==> src/hdl/quarter_rate_mix_resample_magnitude_unit_assert.svh <==
// ----------------------------------------------------------------------------
// quarter rate mix resample magnitude unit - assertion macros
// Shared concurrent check macros. Clocked on i_clk and disabled in reset.
// ----------------------------------------------------------------------------
`ifndef QUARTER_RATE_MIX_RESAMPLE_MAGNITUDE_UNIT_ASSERT_SVH
`define QUARTER_RATE_MIX_RESAMPLE_MAGNITUDE_UNIT_ASSERT_SVH

// consequent must hold in the same cycle as the antecedent
`define QRMRM_ASSERT_NOW(lbl, ante, cons, msg) \
    lbl: assert property (@(posedge i_clk) disable iff (!i_rst_n) \
        (ante) |-> (cons)) else $error(msg);

// consequent must hold in the cycle after the antecedent
`define QRMRM_ASSERT_NEXT(lbl, ante, cons, msg) \
    lbl: assert property (@(posedge i_clk) disable iff (!i_rst_n) \
        (ante) |=> (cons)) else $error(msg);

`endif

==> src/hdl/qrmrm_pkg.sv <==
// ----------------------------------------------------------------------------
// qrmrm_pkg
// Shared constants and types for the quarter rate mix resample magnitude unit.
// ----------------------------------------------------------------------------
package qrmrm_pkg;

    // default configuration
    localparam int DEF_INTERP_FACTOR = 25;
    localparam int DEF_DECIM_FACTOR  = 384;
    localparam int DEF_SAMPLE_WIDTH  = 16;

    // result field
    localparam int MAG_WIDTH = 14;
    localparam logic [MAG_WIDTH-1:0] MAG_MAX = '1;

    // state of a serial arithmetic stage
    typedef enum logic [1:0] {
        US_IDLE = 2'b01,
        US_RUN  = 2'b10
    } t_unit_st;

endpackage

==> src/hdl/qrmrm_interp.sv <==
// ----------------------------------------------------------------------------
// qrmrm_interp
// Serial linear interpolation: N = L*D + (D - P)*f, one bit of f per cycle,
// then the absolute value of both components.
// ----------------------------------------------------------------------------
module qrmrm_interp #(
    parameter int INTERP_FACTOR = qrmrm_pkg::DEF_INTERP_FACTOR,
    parameter int SAMPLE_WIDTH  = qrmrm_pkg::DEF_SAMPLE_WIDTH,
    localparam int FW = $clog2(INTERP_FACTOR + 1),
    localparam int NW = SAMPLE_WIDTH + $clog2(INTERP_FACTOR) + 3
) (
    input  logic                     i_clk,
    input  logic                     i_rst_n,
    input  logic                     i_start,
    input  logic signed [SAMPLE_WIDTH:0] i_d_i,
    input  logic signed [SAMPLE_WIDTH:0] i_d_q,
    input  logic signed [SAMPLE_WIDTH:0] i_p_i,
    input  logic signed [SAMPLE_WIDTH:0] i_p_q,
    input  logic [FW-1:0]            i_frac,
    output logic                     o_done,
    output logic [NW-1:0]            o_abs_i,
    output logic [NW-1:0]            o_abs_q
);
    import qrmrm_pkg::*;

    localparam int CW = $clog2(FW + 1);
    localparam logic signed [NW-1:0] L_CONST = NW'(INTERP_FACTOR);

    t_unit_st             r_state;
    logic                 r_done;
    logic signed [NW-1:0] r_acc_i, r_acc_q;
    logic signed [NW-1:0] r_add_i, r_add_q;
    logic [FW-1:0]        r_frac;
    logic [CW-1:0]        r_cnt;
    logic [NW-1:0]        r_abs_i, r_abs_q;

    // control
    always_ff @(posedge i_clk) begin
        if (!i_rst_n) begin
            r_state <= US_IDLE;
            r_done  <= 1'b0;
        end else begin
            r_done <= 1'b0;
            unique case (r_state)
                US_IDLE: begin
                    if (i_start) begin
                        r_state <= US_RUN;
                    end
                end
                US_RUN: begin
                    if (r_cnt == CW'(FW)) begin
                        r_state <= US_IDLE;
                        r_done  <= 1'b1;
                    end
                end
                default: r_state <= US_IDLE;
            endcase
        end
    end

    // shift-add datapath, fraction bits consumed lsb first
    always_ff @(posedge i_clk) begin
        if (r_state == US_IDLE && i_start) begin
            r_acc_i <= L_CONST * NW'(i_d_i);
            r_acc_q <= L_CONST * NW'(i_d_q);
            r_add_i <= NW'(i_d_i) - NW'(i_p_i);
            r_add_q <= NW'(i_d_q) - NW'(i_p_q);
            r_frac  <= i_frac;
            r_cnt   <= '0;
        end else if (r_state == US_RUN) begin
            if (r_frac[0]) begin
                r_acc_i <= r_acc_i + r_add_i;
                r_acc_q <= r_acc_q + r_add_q;
            end
            r_add_i <= r_add_i <<< 1;
            r_add_q <= r_add_q <<< 1;
            r_frac  <= r_frac >> 1;
            r_cnt   <= r_cnt + 1'b1;
            // fraction fully consumed, take absolute values
            if (r_cnt == CW'(FW)) begin
                r_abs_i <= r_acc_i[NW-1] ? NW'(-r_acc_i) : NW'(r_acc_i);
                r_abs_q <= r_acc_q[NW-1] ? NW'(-r_acc_q) : NW'(r_acc_q);
            end
        end
    end

    assign o_done  = r_done;
    assign o_abs_i = r_abs_i;
    assign o_abs_q = r_abs_q;

endmodule

==> src/hdl/qrmrm_sqrt.sv <==
// ----------------------------------------------------------------------------
// qrmrm_sqrt
// Serial magnitude: shift-add squares of both components, then a restoring
// square root that takes two bits of the sum per cycle.
// ----------------------------------------------------------------------------
module qrmrm_sqrt #(
    parameter int AW = 24,
    localparam int RW = AW + 1
) (
    input  logic          i_clk,
    input  logic          i_rst_n,
    input  logic          i_start,
    input  logic [AW-1:0] i_a_i,
    input  logic [AW-1:0] i_a_q,
    output logic          o_done,
    output logic [RW-1:0] o_root
);
    import qrmrm_pkg::*;

    localparam int SW   = 2 * RW;
    localparam int RMW  = RW + 2;
    localparam int CNTW = $clog2(RW + 1);

    typedef enum logic [2:0] {
        SQ_IDLE = 3'b001,
        SQ_MUL  = 3'b010,
        SQ_ROOT = 3'b100
    } t_sq_st;

    t_sq_st            r_state;
    logic              r_done;
    logic              r_sel;
    logic [CNTW-1:0]   r_cnt;
    logic [SW-1:0]     r_mcand;
    logic [AW-1:0]     r_mplier;
    logic [AW-1:0]     r_b_q;
    logic [SW-1:0]     r_acc;
    logic [RMW-1:0]    r_rem;
    logic [RW-1:0]     r_root;

    logic [RMW+1:0]    w_rem_sh;
    logic [RMW+1:0]    w_trial;
    logic              w_fit;

    // root step: bring down two bits, try (root << 2) | 1
    assign w_rem_sh = {r_rem, r_acc[SW-1:SW-2]};
    assign w_trial  = (RMW + 2)'({r_root, 2'b01});
    assign w_fit    = (w_rem_sh >= w_trial);

    // control
    always_ff @(posedge i_clk) begin
        if (!i_rst_n) begin
            r_state <= SQ_IDLE;
            r_done  <= 1'b0;
        end else begin
            r_done <= 1'b0;
            unique case (r_state)
                SQ_IDLE: begin
                    if (i_start) begin
                        r_state <= SQ_MUL;
                    end
                end
                SQ_MUL: begin
                    if (r_sel && r_cnt == CNTW'(AW - 1)) begin
                        r_state <= SQ_ROOT;
                    end
                end
                SQ_ROOT: begin
                    if (r_cnt == CNTW'(RW - 1)) begin
                        r_state <= SQ_IDLE;
                        r_done  <= 1'b1;
                    end
                end
                default: r_state <= SQ_IDLE;
            endcase
        end
    end

    // datapath
    always_ff @(posedge i_clk) begin
        unique case (r_state)
            SQ_IDLE: begin
                if (i_start) begin
                    r_sel    <= 1'b0;
                    r_cnt    <= '0;
                    r_mcand  <= SW'(i_a_i);
                    r_mplier <= i_a_i;
                    r_b_q    <= i_a_q;
                    r_acc    <= '0;
                end
            end
            SQ_MUL: begin
                // one partial product per cycle
                if (r_mplier[0]) begin
                    r_acc <= r_acc + r_mcand;
                end
                if (r_cnt == CNTW'(AW - 1)) begin
                    r_cnt    <= '0;
                    r_sel    <= 1'b1;
                    r_mcand  <= SW'(r_b_q);
                    r_mplier <= r_b_q;
                    r_rem    <= '0;
                    r_root   <= '0;
                end else begin
                    r_cnt    <= r_cnt + 1'b1;
                    r_mcand  <= r_mcand << 1;
                    r_mplier <= r_mplier >> 1;
                end
            end
            SQ_ROOT: begin
                r_acc <= r_acc << 2;
                r_cnt <= r_cnt + 1'b1;
                if (w_fit) begin
                    r_rem  <= RMW'(w_rem_sh - w_trial);
                    r_root <= {r_root[RW-2:0], 1'b1};
                end else begin
                    r_rem  <= RMW'(w_rem_sh);
                    r_root <= {r_root[RW-2:0], 1'b0};
                end
            end
            default: r_cnt <= '0;
        endcase
    end

    assign o_done = r_done;
    assign o_root = r_root;

endmodule

==> src/hdl/qrmrm_div.sv <==
// ----------------------------------------------------------------------------
// qrmrm_div
// Restoring division by a fixed divisor, one quotient bit per cycle,
// with saturation to the result field.
// ----------------------------------------------------------------------------
module qrmrm_div #(
    parameter int NUM_W   = 25,
    parameter int DIVISOR = 375
) (
    input  logic                            i_clk,
    input  logic                            i_rst_n,
    input  logic                            i_start,
    input  logic [NUM_W-1:0]                i_num,
    output logic                            o_done,
    output logic [qrmrm_pkg::MAG_WIDTH-1:0] o_mag
);
    import qrmrm_pkg::*;

    localparam int CW   = $clog2(DIVISOR + 1);
    localparam int CNTW = $clog2(NUM_W + 1);
    localparam int XW   = (NUM_W > MAG_WIDTH) ? NUM_W : MAG_WIDTH;
    localparam logic [CW:0] DIV_C = (CW + 1)'(DIVISOR);

    t_unit_st             r_state;
    logic                 r_done;
    logic [NUM_W-1:0]     r_num;
    logic [CW-1:0]        r_rem;
    logic [CNTW-1:0]      r_cnt;
    logic [MAG_WIDTH-1:0] r_mag;

    logic [CW:0]          w_part;
    logic                 w_ge;

    // partial remainder with the next dividend bit
    assign w_part = {r_rem, r_num[NUM_W-1]};
    assign w_ge   = (w_part >= DIV_C);

    // control
    always_ff @(posedge i_clk) begin
        if (!i_rst_n) begin
            r_state <= US_IDLE;
            r_done  <= 1'b0;
        end else begin
            r_done <= 1'b0;
            unique case (r_state)
                US_IDLE: begin
                    if (i_start) begin
                        r_state <= US_RUN;
                    end
                end
                US_RUN: begin
                    if (r_cnt == CNTW'(NUM_W)) begin
                        r_state <= US_IDLE;
                        r_done  <= 1'b1;
                    end
                end
                default: r_state <= US_IDLE;
            endcase
        end
    end

    // quotient bits shift in where dividend bits shift out
    always_ff @(posedge i_clk) begin
        if (r_state == US_IDLE && i_start) begin
            r_num <= i_num;
            r_rem <= '0;
            r_cnt <= '0;
        end else if (r_state == US_RUN) begin
            r_cnt <= r_cnt + 1'b1;
            if (r_cnt == CNTW'(NUM_W)) begin
                r_mag <= (XW'(r_num) > XW'(MAG_MAX)) ? MAG_MAX : MAG_WIDTH'(r_num);
            end else begin
                r_rem <= w_ge ? CW'(w_part - DIV_C) : CW'(w_part);
                r_num <= {r_num[NUM_W-2:0], w_ge};
            end
        end
    end

    assign o_done = r_done;
    assign o_mag  = r_mag;

endmodule

==> src/hdl/quarter_rate_mix_resample_magnitude_unit.sv <==
// ----------------------------------------------------------------------------
// quarter_rate_mix_resample_magnitude_unit
// Quarter-rate mixer, L/M linear interpolating resampler and magnitude / S.
// ----------------------------------------------------------------------------
// channel  handshake                  payload
// input    i_in_valid / o_in_stall    i_sample_i, i_sample_q
// output   o_out_valid / i_out_stall  o_magnitude
//
// An input that produces no result is never stalled and is taken back to back.
// An input that produces a result runs a serial chain: the interpolation,
// the bit-serial squaring, the two-bits-per-cycle root and the
// one-bit-per-cycle divide.
// While that chain runs, inputs that produce no result are still taken.
// Reset clears control and sequencing state at once, not the datapath; there is no clearing pass.
// A stalled result sits in the output register and does not block input.
// ----------------------------------------------------------------------------
`include "quarter_rate_mix_resample_magnitude_unit_assert.svh"

module quarter_rate_mix_resample_magnitude_unit #(
    parameter int INTERP_FACTOR = qrmrm_pkg::DEF_INTERP_FACTOR,
    parameter int DECIM_FACTOR  = qrmrm_pkg::DEF_DECIM_FACTOR,
    parameter int SAMPLE_WIDTH  = qrmrm_pkg::DEF_SAMPLE_WIDTH
) (
    input  logic                            i_clk,
    input  logic                            i_rst_n,
    input  logic                            i_in_valid,
    output logic                            o_in_stall,
    input  logic signed [SAMPLE_WIDTH-1:0]  i_sample_i,
    input  logic signed [SAMPLE_WIDTH-1:0]  i_sample_q,
    output logic                            o_out_valid,
    input  logic                            i_out_stall,
    output logic [qrmrm_pkg::MAG_WIDTH-1:0] o_magnitude
);
    import qrmrm_pkg::*;

    localparam int W       = SAMPLE_WIDTH;
    localparam int SCALE   = (DECIM_FACTOR / INTERP_FACTOR == 0) ? 1
                             : DECIM_FACTOR / INTERP_FACTOR;
    localparam int DIVISOR = INTERP_FACTOR * SCALE;
    localparam int FW      = $clog2(INTERP_FACTOR + 1);
    localparam int KW      = $clog2(INTERP_FACTOR + 1);
    localparam int NW      = W + $clog2(INTERP_FACTOR) + 3;
    localparam int RW      = NW + 1;
    localparam int PW      = $clog2(DECIM_FACTOR);
    localparam int NPW     = $clog2(DECIM_FACTOR + 1);

    localparam logic [NPW-1:0] POS_STEP  = NPW'(DECIM_FACTOR / INTERP_FACTOR);
    localparam logic [FW:0]    FRAC_STEP = (FW + 1)'(DECIM_FACTOR % INTERP_FACTOR);
    localparam logic [FW:0]    FRAC_WRAP = (FW + 1)'(INTERP_FACTOR);
    localparam logic [KW-1:0]  K_LAST    = KW'(INTERP_FACTOR);
    localparam logic [PW-1:0]  POS_LAST  = PW'(DECIM_FACTOR - 1);

    // rotation codes of the mixer
    typedef enum logic [1:0] {
        MIX_PASS  = 2'd0,
        MIX_NEG_J = 2'd1,
        MIX_NEG   = 2'd2,
        MIX_POS_J = 2'd3
    } t_mix_ph;

    typedef enum logic [2:0] {
        TS_IDLE = 3'b001,
        TS_CALC = 3'b010,
        TS_HOLD = 3'b100
    } t_top_st;

    t_top_st                r_state;
    t_mix_ph                r_phase;
    logic signed [W-1:0]    r_prev_i, r_prev_q;
    logic [PW-1:0]          r_in_pos;
    logic [KW-1:0]          r_out_idx;
    logic [NPW-1:0]         r_next_pos;
    logic [FW-1:0]          r_frac;
    logic                   r_out_valid;
    logic [MAG_WIDTH-1:0]   r_mag;

    logic [NPW-1:0]         n_next_pos;
    logic [FW-1:0]          n_frac;
    logic [FW:0]            w_frac_sum;

    logic                   w_emit;
    logic                   w_in_fire;
    logic                   w_start;
    logic                   w_out_load;
    logic signed [W:0]      w_d_i, w_d_q, w_p_i, w_p_q;
    logic                   w_interp_done, w_sqrt_done, w_div_done;
    logic [NW-1:0]          w_abs_i, w_abs_q;
    logic [RW-1:0]          w_root;
    logic [MAG_WIDTH-1:0]   w_div_mag;

    // rotate one sample by the given quarter turn
    function automatic logic [2*W+1:0] mix_pair(input t_mix_ph ph,
                                                input logic signed [W-1:0] a,
                                                input logic signed [W-1:0] b);
        logic signed [W:0] xa, xb, yi, yq;
        xa = (W + 1)'(a);
        xb = (W + 1)'(b);
        unique case (ph)
            MIX_PASS:  begin yi = xa;  yq = xb;  end
            MIX_NEG_J: begin yi = xb;  yq = -xa; end
            MIX_NEG:   begin yi = -xa; yq = -xb; end
            MIX_POS_J: begin yi = -xb; yq = xa;  end
            default:   begin yi = xa;  yq = xb;  end
        endcase
        return {yi, yq};
    endfunction

    // current and previous mixed samples
    assign {w_d_i, w_d_q} = mix_pair(r_phase, i_sample_i, i_sample_q);
    assign {w_p_i, w_p_q} = mix_pair(t_mix_ph'(r_phase - 2'd1), r_prev_i, r_prev_q);

    // does the next input carry an output, from state alone
    assign w_emit     = (r_out_idx < K_LAST) && (r_next_pos <= NPW'(r_in_pos));
    assign o_in_stall = (r_state != TS_IDLE) && w_emit;
    assign w_in_fire  = i_in_valid && !o_in_stall;
    assign w_start    = w_in_fire && w_emit;
    assign w_out_load = (r_state == TS_HOLD) && (!r_out_valid || !i_out_stall);

    // position of the following output: advance by M/L in steps of 1/L
    always_comb begin
        w_frac_sum = {1'b0, r_frac} + FRAC_STEP;
        if (w_frac_sum >= FRAC_WRAP) begin
            n_frac     = FW'(w_frac_sum - FRAC_WRAP);
            n_next_pos = r_next_pos + POS_STEP + 1'b1;
        end else begin
            n_frac     = FW'(w_frac_sum);
            n_next_pos = r_next_pos + POS_STEP;
        end
    end

    // sample sequencing state
    always_ff @(posedge i_clk) begin
        if (!i_rst_n) begin
            r_phase    <= MIX_PASS;
            r_prev_i   <= '0;
            r_prev_q   <= '0;
            r_in_pos   <= '0;
            r_out_idx  <= '0;
            r_next_pos <= '0;
            r_frac     <= '0;
        end else if (w_in_fire) begin
            r_prev_i <= i_sample_i;
            r_prev_q <= i_sample_q;
            r_phase  <= t_mix_ph'(r_phase + 2'd1);
            if (r_in_pos == POS_LAST) begin
                r_in_pos   <= '0;
                r_out_idx  <= '0;
                r_next_pos <= '0;
                r_frac     <= '0;
            end else begin
                r_in_pos <= r_in_pos + 1'b1;
                if (w_emit) begin
                    r_out_idx  <= r_out_idx + 1'b1;
                    r_next_pos <= n_next_pos;
                    r_frac     <= n_frac;
                end
            end
        end
    end

    // result sequencer
    always_ff @(posedge i_clk) begin
        if (!i_rst_n) begin
            r_state <= TS_IDLE;
        end else begin
            unique case (r_state)
                TS_IDLE: begin
                    if (w_start) begin
                        r_state <= TS_CALC;
                    end
                end
                TS_CALC: begin
                    if (w_div_done) begin
                        r_state <= TS_HOLD;
                    end
                end
                TS_HOLD: begin
                    if (w_out_load) begin
                        r_state <= TS_IDLE;
                    end
                end
                default: r_state <= TS_IDLE;
            endcase
        end
    end

    // output register
    always_ff @(posedge i_clk) begin
        if (!i_rst_n) begin
            r_out_valid <= 1'b0;
        end else if (w_out_load) begin
            r_out_valid <= 1'b1;
        end else if (!i_out_stall) begin
            r_out_valid <= 1'b0;
        end
    end

    always_ff @(posedge i_clk) begin
        if (w_out_load) begin
            r_mag <= w_div_mag;
        end
    end

    assign o_out_valid = r_out_valid;
    assign o_magnitude = r_mag;

    // serial arithmetic chain
    qrmrm_interp #(
        .INTERP_FACTOR (INTERP_FACTOR),
        .SAMPLE_WIDTH  (SAMPLE_WIDTH)
    ) u_interp (
        .i_clk   (i_clk),
        .i_rst_n (i_rst_n),
        .i_start (w_start),
        .i_d_i   (w_d_i),
        .i_d_q   (w_d_q),
        .i_p_i   (w_p_i),
        .i_p_q   (w_p_q),
        .i_frac  (r_frac),
        .o_done  (w_interp_done),
        .o_abs_i (w_abs_i),
        .o_abs_q (w_abs_q)
    );

    qrmrm_sqrt #(
        .AW (NW)
    ) u_sqrt (
        .i_clk   (i_clk),
        .i_rst_n (i_rst_n),
        .i_start (w_interp_done),
        .i_a_i   (w_abs_i),
        .i_a_q   (w_abs_q),
        .o_done  (w_sqrt_done),
        .o_root  (w_root)
    );

    qrmrm_div #(
        .NUM_W   (RW),
        .DIVISOR (DIVISOR)
    ) u_div (
        .i_clk   (i_clk),
        .i_rst_n (i_rst_n),
        .i_start (w_sqrt_done),
        .i_num   (w_root),
        .o_done  (w_div_done),
        .o_mag   (w_div_mag)
    );

    // checks
    `QRMRM_ASSERT_NOW(a_out_idx_range, 1'b1, r_out_idx <= K_LAST, "output index past cycle")
    `QRMRM_ASSERT_NOW(a_next_pos_range, 1'b1, r_next_pos <= NPW'(DECIM_FACTOR), "bad output position")
    `QRMRM_ASSERT_NEXT(a_start_calc, w_start, r_state == TS_CALC, "start did not enter calc")
    `QRMRM_ASSERT_NOW(a_done_in_calc, w_div_done, r_state == TS_CALC, "divide done outside calc")

endmodule

==> config.mk <==
export PLATFORM = sky130hd
export DESIGN_NAME = quarter_rate_mix_resample_magnitude_unit
export DESIGN_NICKNAME = d
export VERILOG_FILES = /design/src/hdl/qrmrm_pkg.sv /design/src/hdl/qrmrm_interp.sv /design/src/hdl/qrmrm_sqrt.sv /design/src/hdl/qrmrm_div.sv /design/src/hdl/quarter_rate_mix_resample_magnitude_unit.sv
export VERILOG_INCLUDE_DIRS = /design/src /design/src/hdl
export SDC_FILE = /design/constraint.sdc
export NUM_CORES = 1
export LEC_CHECK = 0
export BUFFER_PORTS_ARGS = -buffer_cell sky130_fd_sc_hd__buf_2
export CAP_MARGIN = 40
export CORE_UTILIZATION = 49
export CTS_CLUSTER_DIAMETER = 50
export DETAILED_ROUTE_END_ITERATION = 12
export GPL_TIMING_DRIVEN = 0
export SLEW_MARGIN = 30
export SYNTH_ARGS = -nofsm -noshare
export SYNTH_HDL_FRONTEND = slang
export SYNTH_SLANG_ARGS = --single-unit
==> constraint.sdc <==
create_clock -name i_clk -period 7.8 [get_ports i_clk]
set_input_delay 0.78 -clock i_clk [delete_from_list [all_inputs] [get_ports i_clk]]
set_output_delay 0.78 -clock i_clk [all_outputs]
set_load 0.03 [all_outputs]
# Word-level counts from Yosys, hierarchy flattened

Cells that the tools add are included.

Register bits: 501
Bits in latches: 0
RAM bits: 0
Memory bits (read-only): 0
Bits of input ports: 36
Word-level logic and storage cells: 219
Memories kept: 0

Add/sub/neg operators: 24
Multipliers: 2
Divide/modulo/power cells: 0
Magnitude comparators: 6
Equal/unequal tests: 36
Shift operators: 0
Muxes and demuxes: 71
Bitwise operators: 3
Reduce and logical (&&, ||, !) cells: 39

Operators by type and width:

| cell                                                                              | count |
|---|---|
| 24-bit 2-to-1 mux                                                                 | 12 |
| 17-bit one-hot mux with 4 select lines                                            | 4 |
| 50-bit 2-to-1 mux                                                                 | 4 |
| 50-bit one-hot mux with 3 select lines                                            | 1 |
| 25-bit 2-to-1 mux                                                                 | 4 |
| 50-bit one-hot mux with 2 select lines                                            | 1 |
| 16-bit negation with 17-bit output                                                | 4 |
| 27-bit 2-to-1 mux                                                                 | 2 |
| 27-bit one-hot mux with 2 select lines                                            | 1 |
| 50-bit adder                                                                      | 1 |
| 25-bit one-hot mux with 2 select lines                                            | 1 |
| 24-bit adder                                                                      | 2 |
| 24-bit negation                                                                   | 2 |
| 24-bit one-hot mux with 2 select lines                                            | 1 |
| 6-bit by 17-bit multiplier with 23-bit output, first input constant               | 2 |
| 23-bit 2-to-1 mux                                                                 | 2 |
| 5-bit 2-to-1 mux                                                                  | 9 |
| 9-bit 2-to-1 mux                                                                  | 5 |
| 17-bit by 17-bit subtractor with 18-bit output                                    | 2 |
| 29-bit by 27-bit >= comparator with 1-bit output                                  | 1 |
| 27-bit subtractor                                                                 | 1 |
| 25-bit by 14-bit greater-than comparator with 1-bit output, second input constant | 1 |
| 2-bit AND reduction                                                               | 12 |
| 9-bit by 1-bit adder with 9-bit output, second input constant                     | 2 |
| 37 further kinds                                                                  | 104 |

# Depth between registers and ports, before layout

Gate-level depths: netlist of run 1.

Depth after elaboration: 9
Mapped depth: 25
Gate-level depth less buffers: 25

# Modules after synthesis

From an unflattened synthesis of run 1, not the netlist that was laid out.

Cell total of the unflattened synthesis: 3,838
Area, all modules: 35,167.5 sq um

Modules (own cells, without submodules):

| module                                   | instances | cells an instance | area each (sq um) | sequential area each (sq um) |
|---|---|---|---|---|
| qrmrm_interp                             | 1         | 1,348             | 13,302.8          | 4,594.4 |
| qrmrm_sqrt                               | 1         | 1,271             | 12,647.1          | 6,266.0 |
| quarter_rate_mix_resample_magnitude_unit | 1         | 988               | 6,790.3           | 1,741.7 |
| qrmrm_div                                | 1         | 231               | 2,427.3           | 1,511.4 |

# Least setup slack after synthesis of run 1

Ideal clock, no wire load.

Kind: input to register
Start: in i_sample_q[1]
End: reg u_interp.r_acc_i[23], data pin
Library setup time: 0.176 ns
Arrival: 5.601 ns
Required time: 7.624 ns
Slack: 2.023 ns
Cell stages on the path: 25
Cell sequence: inv_1 ha_1 nor3b_1 nand2_1 nor3_1 and3_1 a21oi_1 o21ai_0 a311oi_1 a21oi_1 ha_1 inv_1 fa_1 inv_1 ha_1 ha_1 a21o_1 a21o_1 a21o_1 a21oi_1 a21bo_2 a21oi_1 a2111oi_0 a211oi_1 nor4_1

Cells in the longest elaborated chain, start to end: 4

Ends and longest elaborated chain:

| element                                           | line                                            | RTL |
|---|---|---|
| start, declared                                   | quarter_rate_mix_resample_magnitude_unit.sv:29  | `input logic signed [SAMPLE_WIDTH-1:0] i_sample_q,` |
| 16-bit negation with 17-bit output                | quarter_rate_mix_resample_magnitude_unit.sv:102 | `MIX_POS_J: begin yi = -xb; yq = xa; end` |
| 17-bit one-hot mux with 4 select lines (*)        | quarter_rate_mix_resample_magnitude_unit.sv:98  | `unique case (ph)` |
| 6-bit by 17-bit multiplier with 23-bit output (*) | qrmrm_interp.sv:64                              | `r_acc_i <= L_CONST * NW'(i_d_i);` |
| 24-bit 2-to-1 mux (*)                             | qrmrm_interp.sv:63                              | `if (r_state == US_IDLE && i_start) begin` |
| end signal, assigned                              | qrmrm_interp.sv:64                              |  |
| end signal, assigned                              | qrmrm_interp.sv:72                              | `r_acc_i <= r_acc_i + r_add_i;` |
| end, declared                                     | qrmrm_interp.sv:31                              | `logic signed [NW-1:0] r_acc_i, r_acc_q;` |

Mark *: on every way between the ends. The rest lies on a longest branch, timed or not.
A chain may end at the register's enable or synchronous reset.

# Final worst setup path of run 1

Start: reg r_phase[0]
End: reg u_interp.r_acc_q[22], data pin

Cells in the longest elaborated chain, start to end: 4
Elaborated cells on any way between the ends: 7
Classes of those cells: mul (1); eq/ne (3); mux (2); reduce/logical (1)

Ends and longest elaborated chain:

| element                                           | line                                            | RTL |
|---|---|---|
| start, declared                                   | quarter_rate_mix_resample_magnitude_unit.sv:68  | `t_mix_ph r_phase;` |
| start signal, assigned                            | quarter_rate_mix_resample_magnitude_unit.sv:144 | `r_phase <= t_mix_ph'(r_phase + 2'd1);` |
| 2-bit equality test, or another cell as far along | quarter_rate_mix_resample_magnitude_unit.sv:98  |  |
| 17-bit one-hot mux with 4 select lines (*)        | quarter_rate_mix_resample_magnitude_unit.sv:98  |  |
| 6-bit by 17-bit multiplier with 23-bit output (*) | qrmrm_interp.sv:65                              | `r_acc_q <= L_CONST * NW'(i_d_q);` |
| 24-bit 2-to-1 mux (*)                             | qrmrm_interp.sv:63                              |  |
| end signal, assigned                              | qrmrm_interp.sv:65                              |  |
| end signal, assigned                              | qrmrm_interp.sv:73                              | `r_acc_q <= r_acc_q + r_add_q;` |
| end, declared                                     | qrmrm_interp.sv:31                              |  |

Marked as above.

==> impl_results.md, run 1 <==
- Initial Util: 49.8%
- GPL Wtd Cong: 0.969
- FP Rows: 97
- Peak supply drop: 0.000316 V
- Fmax: 136 MHz
- Reg2reg path depth: 23
- Yosys warns: 0
- # DRC: 0
- First-pass GRT wire length: 153000 um
- Antenna violations before repair: 0
- Post-DP Area: 36700 sq um
- Worst hold stages: 0
- Setup bufs post-CTS: 0
- Chip Height: 269 um
- Synth Net Count: around 4200
- Vias per cell: 5.74
- Layout fillers: 6410
- Worst path cell trace: clkbuf_1 -> inv_1 -> ha_1 -> clkbuf_1 -> clkbuf_1 -> clkbuf_1 -> buf_1 -> a21oi_1 -> o22ai_1 -> inv_1 -> fa_1 -> inv_1 -> ha_1 -> ha_1 -> a21o_1 -> a21o_1 -> a2111oi_0 -> nor3_1 -> o211a_1 -> nor3_1 -> o21ai_0 -> mux2i_1 -> o21ai_0
- Worst Path Arrival: between 7000 and 8000 ps
- Post-route cell area: 39200 sq um
- Cts repair resizes: 0
- Worst path required time: 8120 ps
- Critical Path End Type: flop
- Yosys cell types: 91
- Top Family by Delay on Critical Path: buffers and inverters
- Synth Flop Type: edfxtp_1
- Buffers on Ports: slightly above 50
- Leak Pwr: 15.8 nW
- H-tree levels: 3
- Worst path max stage delay: 630 ps
- Status: completed
- Hold Path Class: reg2reg
- IO Count: between 50 and 60
- Most frequent cells in the layout: 416 x a21oi_1, 408 x edfxtp_1, 375 x nor2_1, 317 x nand2_1, 303 x ha_1
- Syn Inst Count: 3815
- CTS Buf Count: 71
- Setup violators final: 0
- Max_cap viols: 0
- Routed via count: 28400
- Pre-CTS setup slack: about 530 ps
- Worst setup margin: 468 ps
- WL final: 96600 um
- Min cycle time layout: 7330 ps
- Final-report hold violation count: 0
- Sequential cell area: about 14000 sq um
- Final Cycle Share: a little over nine tenths
- Congestion Overflow GR: 0
- Fraction of layout instances using a drive strength above 1: 6.43%
- Clock Path Buffers: 3
- Utilization after layout: 55.6%
- Vias in the first global route: around 27000
- Clock skew: 39.5 ps
- Drt first pass iters: 6
- Drt initial violations: 1852
- Syn Std Cell Area: around 35000 sq um
- Top-area cell type share of the netlist area: 35.0%
- Critical path buffers and inverters: 8
- Area leader, netlist: edfxtp_1
- Synth Register Bits: roughly 500
- Critical path class: reg2reg
- Die area: 72600 sq um
- Core ar.: 70400 sq um
- Area grow syn2layout: 11.7%
- Area of the multi-input gates: roughly 19000 sq um
- Die Span X: 269 um
- Nets: about 4300
- Cell with the largest stage delay on the worst path: a2111oi_0
- Critical Path Fanout Max: 10
- Commonest non-fill, non-tap cell in the layout: a21oi_1
- CTS tree: yes
- Number of flops mapped to enable cells by yosys: approximately 410
- Root buf cell: clkbuf_16
- Clock latency at the later pin of the worst-skew pair: 620 ps
- Hold_buf cts: 0
- Largest net degree at the start of global routing: 51
- Sequential element share of the synthesized area: 40.3%
- Final setup TNS: 0 ps
- Clock slew at the register clock pins of the worst setup and hold paths: 60 ps
- Startpoint Class: flop
- Most frequent CP cell: clkbuf_1
- Slew Limit Headroom: 41.8%
- Post-route ant nets: 0
- Pins Over Slew Limit: 0
- Crit. path cell count: 23
- Hold slack final: 398 ps
- # clock sinks: 501
- GRT Util Overall: 26.5%
- Top cells by area, synth: edfxtp_1 35%, ha_1 11%, a21oi_1 6.0%
- Detailed placer's ending HPWL: 74400 um
- Post-synth ARST share: 0%
- Avg Inst Size Synth: 9.19 sq um
- Drt wl/cell: 19.5 um
- Antenna Cells: 0
- RSZ-0062 raised after global routing: no
- Actual slew at the worst max-slew pin: approximately 870 ps
- Power density cells: 504 nW/um^2
## registers in the layout, indices dropped and copies added (netlist names), 9 cells and up
name,cells
u_sqrt.r_rem,27
u_sqrt.r_b_q,24
u_interp.o_abs_i,24
u_interp.r_add_i,24
u_div.r_num,25
r_next_pos,9
u_sqrt.r_mplier,24
r_prev_q,16
r_in_pos,9
u_sqrt.r_mcand,50
u_sqrt.r_acc,50
r_prev_i,16
u_sqrt.o_root,25
u_interp.r_acc_i,24
u_interp.o_abs_q,24
u_div.r_rem,9
u_interp.r_add_q,24
o_magnitude,14
u_div.o_mag,14
u_interp.r_acc_q,24
## power by group
group          internal [mW]  switching (mW)
Sequential              3.74           0.415
Clock                   1.95            1.29
Combinational           4.93            7.41
## metal layers
layer  routed length [um]  share of wire [%]  global-route usage (%)
met3                 4440                4.6                    3.07
met1                43400                 45                    35.0
met2                44300                 46                    43.3
met5                    0                  0                       0
met4                 4510                4.7                    12.4
## cells by family (layout without fill, tap and decap cells)
kind of cell    count (synthesis)  count (layout)  share of synthesized area, %
xor+xnor                      251             251                          6.27
mux                            38              38                          1.10
flops                         501             501                          40.3
buf+inv                       415             611                          4.49
compound gates               1160            1160                          20.5
fa+ha+maj                     330             330                          12.4
simple gates                 1120            1120                          15.0
## metrics by stage
step	power, mW	instances
2_1_floorplan	13.2	3815
3_3_place_gp	16.3	4806
3_5_place_dp	16.4	4820
4_1_cts	19.7	4950
5_1_grt	21.5	4951
6_report	19.7	4951
## cells in the mapped netlist (all sizes together) (91+ instances only)
| cell type | n |
|---|---|
| nor2 | 375 |
| dfxtp | 93 |
| a21oi | 417 |
| xnor2 | 160 |
| clkbuf | 134 |
| nand2 | 321 |
| edfxtp | 408 |
| a21o | 128 |
| xor2 | 91 |
| o21ai | 252 |
| ha | 303 |
| inv | 252 |
## area by class of cell
type | instances | area share [%]
buffer | 162 | 1.59
clock buffer | 89 | 4.89
clock inverter | 41 | 1.19
inverter | 253 | 2.42
multi-input combinational | 2899 | 49.6
sequential | 501 | 36.0
tap | 940 | 3.00
timing repair buffer | 66 | 1.21
## path summary, 6_finish.rpt
path | startpoint | end | slack, ps
max | r_phase[0]$_SDFFE_PN0P_ | u_interp.r_acc_q[22]$_DFFE_PP_ | 470
min reg2reg | u_interp.o_abs_q[4]$_DFFE_PP_ | u_sqrt.r_b_q[4]$_DFFE_PP_ | 400
min | u_interp.o_abs_q[4]$_DFFE_PP_ | u_sqrt.r_b_q[4]$_DFFE_PP_ | 400
max reg2reg | r_phase[0]$_SDFFE_PN0P_ | u_interp.r_acc_q[22]$_DFFE_PP_ | 470
No activity file was read; power rests on OpenSTA's default activity.
==> run 2, diff against run 1 <==
--- a/config.mk
+++ b/config.mk
@@ -6,8 +6,10 @@
 export SDC_FILE = /design/constraint.sdc
 export NUM_CORES = 1
 export LEC_CHECK = 0
+export ABC_AREA = 1
 export BUFFER_PORTS_ARGS = -buffer_cell sky130_fd_sc_hd__buf_2
 export CAP_MARGIN = 40
+export CORE_ASPECT_RATIO = 1.4
 export CORE_UTILIZATION = 49
 export CTS_CLUSTER_DIAMETER = 50
 export DETAILED_ROUTE_END_ITERATION = 12
==> run 2 against run 1 <==
Sequential share of layout area decreased by 1.9 points. Final cell count increased by 24%. Routed wire length increased by 24%. Synthesized cell count increased by 31%. Critical path depth increased by 2. Worst hold slack improved by 2.5 ps. Critical endpoint is now u_interp.r_acc_i[23]$_DFFE_PP_. Critical path type unchanged. Global-route usage increased by 4.0 points. Flip-flop and latch count unchanged. Core utilization decreased by 1.0 points.
==> impl_results.md, run 2 <==
- Setup bufs post-CTS: 0 (unchanged)
- Min cycle time layout: 6490 ps (-838 ps)
- H-tree levels: 2 (-1)
- Worst path required time: 8170 ps (+50 ps)
- Chip Height: 330 um (+22%)
- Syn Inst Count: 4985 (+31%)
- WL final: 119000 um (+24%)
- Sequential element share of the synthesized area: 37.5% (-2.7 points)
- Die Span X: 236 um (-12%)
- Area leader, netlist: edfxtp_1
- Syn Std Cell Area: 37600 sq um (+7.3%)
- Post-synth ARST share: 0% (unchanged)
- Hold_buf cts: 0 (unchanged)
- Critical Path Fanout Max: 10 (unchanged)
- Area grow syn2layout: 9.84%
- Hold Path End: u_sqrt.r_b_q[22]$_DFFE_PP_
- # DRC: 0 (unchanged)
- Worst hold stages: 0 (unchanged)
- # clock sinks: 501 (unchanged)
- Actual slew at the worst max-slew pin: 919 ps (+49.5 ps)
- Vias per cell: 5.45 (-5.1%)
- Finished Layout Cells: 6118 (+24%)
- Buffers on Ports: 49 (-3.9%)
- Post-route ant nets: 0 (unchanged)
- Most frequent cells in the layout: 1303 x nand2_1, 661 x inv_1, 443 x nor2_1, 408 x edfxtp_1, 352 x o21ai_0
- Routed via count: 33300 (+17%)
- Yosys warns: 0 (unchanged)
- Post-DP Area: 39400 sq um (+7.1%)
- Final setup TNS: 0 ps (unchanged)
- Critical path class: reg2reg
- Met3 wire len: 3530 um (-21%)
- Drt wl/cell: 19.5 um (about the same)
- First-pass GRT wire length: 183000 um (+20%)
- Avg Inst Size Synth: 7.54 sq um (-18%)
- Met2 WL post-DR: 62100 um (+40%)
- GRT Util Overall: 30.5% (+4.0 points)
- Crit Reg-Reg Startpoint: r_phase[0]$_SDFFE_PN0P_
- Status: completed
- Nets: 5471 (+27%)
- Die area: 77900 sq um (+7.3%)
- Most common cell in the netlist: nand2_1
- Synth Flop Type: edfxtp_1
- CTS tree: yes
- Worst R2R Setup Slack: 1310 ps (+840 ps)
- Setup violators final: 0 (unchanged)
- Final-report hold violation count: 0 (unchanged)
- Fmax: 154 MHz (+13%)
- Reg2reg path depth: 25 (+8.7%)
- Top cells by area, synth: edfxtp_1 33%, nand2_1 13%, ha_1 10%
- Critical Path End Type: flop
- Antenna violations before repair: 0 (unchanged)
- GPL Wtd Cong: 1.00 (+3.4%)
- Fraction of layout instances using a drive strength above 1: 4.85% (-1.6 points)
- R2r endpoint: u_interp.r_acc_i[23]$_DFFE_PP_
- Utilization after layout: 54.6% (-1.0 points)
- Inst Count DP: 6013 (+25%)
- Antenna Cells: 0 (unchanged)
- Largest net degree at the start of global routing: 48 (-5.9%)
- Top post-synthesis cells by count: 1307 x nand2_1, 662 x inv_1, 448 x nor2_1, 408 x edfxtp_1, 354 x o21ai_0
- FP Rows: 119 (+23%)
- Final Cycle Share: 83.3% (-11 points)
- Hold Path Class: reg2reg
- Synth Net Count: 5351 (+28%)
- Max layer used: met4
- Drt initial violations: 1902 (+2.7%)
- Cts repair resizes: 0 (unchanged)
- Clock Path Buffers: 3 (unchanged)
- Max_cap viols: 0 (unchanged)
- Number of flops mapped to enable cells by yosys: 408 (unchanged)
- RSZ-0062 raised after global routing: no
- Clock slew at the register clock pins of the worst setup and hold paths: 60 ps (about the same)
- Drt first pass iters: 6 (unchanged)
- Clock skew: 27.9 ps (-11.5 ps)
- Worst Path Arrival: 6870 ps (-790 ps)
- Core ar.: 75600 sq um (+7.5%)
- Metal-1 WL: 42900 um (-0.99%)
- Pins Over Slew Limit: 0 (unchanged)
- Post-route cell area: 41300 sq um (+5.5%)
- CTS Buf Count: 55 (-23%)
- Startpoint Class: flop
- Hold Startpoint: u_interp.o_abs_q[22]$_DFFE_PP_
- Top-area cell type share of the netlist area: 32.6% (-2.4 points)
- Clock latency at the later pin of the worst-skew pair: 650 ps (+30 ps)
- Congestion Overflow GR: 0 (unchanged)
- Detailed placer's ending HPWL: 98500 um (+32%)
- IO Count: 52 (unchanged)
- Initial Util: 49.7% (-0.077 points)
- Layout fillers: 7523 (+17%)
- Synth Register Bits: 501 (unchanged)
- Root buf cell: clkbuf_16
- Vias in the first global route: 33000 (+21%)
- Top flop regs: u_sqrt.r_acc: 50 flops, u_sqrt.r_mcand: 50 flops, u_sqrt.r_rem: 27 flops
- Commonest non-fill, non-tap cell in the layout: nand2_1
- Yosys cell types: 62 (-32%)
- Slew Limit Headroom: 38.3% (-3.5 points)
[run 2: cell count changes in the layout (fill, tap and decap cells not counted), sizes merged, moves of 92 or more]
cell and delta:
a21o -104, a21oi -92, inv +416, nand2 +992, nand3 +272, o21ai +119
[run 2: area by class of cell]
type	count	area (sq um)	share of cell area [%]
repair buffers	63	502	1.21
flip-flops and latches	501	14100	34.2
clock buffers	66	1470	3.56
inverters	680	2550	6.18
clock inverters	36	455	1.10
plain buffers	111	485	1.18
well taps	968	1210	2.93
multi-input cells	3693	20500	49.7
[run 2: critical path, cell delays in order, from the launching register on]
cell and delay (ps):
dfxtp_1 340, clkbuf_1 280, inv_1 230, ha_1 170, buf_2 300, buf_1 630
clkbuf_1 650, nand3_1 150, nand3_1 120, nand2_1 340, inv_1 310, ha_1 270
inv_1 70, fa_1 410, inv_1 70, ha_1 230, ha_1 370, nand2_1 120
nor2_1 160, nand4_1 80, o21ai_0 350, nand3_1 150, nand2_1 90, nand2_1 60
nand3_1 190, nand2_1 80
[run 2: per-stage QoR]
| step | hold WS, ps | worst slack [ps] |
|---|---|---|
| after floorplan | 400 | 3020 |
| after global placement | 402 | 1340 |
| after detailed placement | 405 | 1340 |
| after CTS | 381 | 1330 |
| after global routing | 409 | 1070 |
| final | 400 | 1310 |
[run 2: cells by family (layout without fill, tap and decap cells)]
logic type	count (synthesis)	in the layout	share of synthesized area, %
flops	501	501	37.5
xor+xnor	189	189	4.40
fa+ha+maj	330	330	11.5
simple gates	2304	2304	25.6
compound gates	870	870	12.8
buf+inv	791	956	8.08
[run 2: metal layers]
layer / vias to the layer above / GRT usage (%)
met4: 0 / 24.5
met3: 310 / 2.75
met2: 763 / 58.0
li1: 16900 / -
met5: - / 0
met1: 15300 / 30.2
[run 2: worst max-delay path by stage]
stage	cells after the start	slack, ps	start	to
floorplan	23	3020	i_sample_q[0]	u_interp.r_acc_q[19]$_DFFE_PP_
global route	24	1070	r_phase[0]$_SDFFE_PN0P_	u_interp.r_acc_i[23]$_DFFE_PP_
detailed placement	24	1340	r_phase[0]$_SDFFE_PN0P_	u_interp.r_acc_i[23]$_DFFE_PP_
CTS	25	1330	r_phase[0]$_SDFFE_PN0P_	u_interp.r_acc_i[23]$_DFFE_PP_
finish	25	1310	r_phase[0]$_SDFFE_PN0P_	u_interp.r_acc_i[23]$_DFFE_PP_
global placement	24	1340	r_phase[0]$_SDFFE_PN0P_	u_interp.r_acc_i[22]$_DFFE_PP_
Power of run 2 is not shown: default switching activity piles up to over one toggle a cycle in this logic, so the estimate is an artifact.
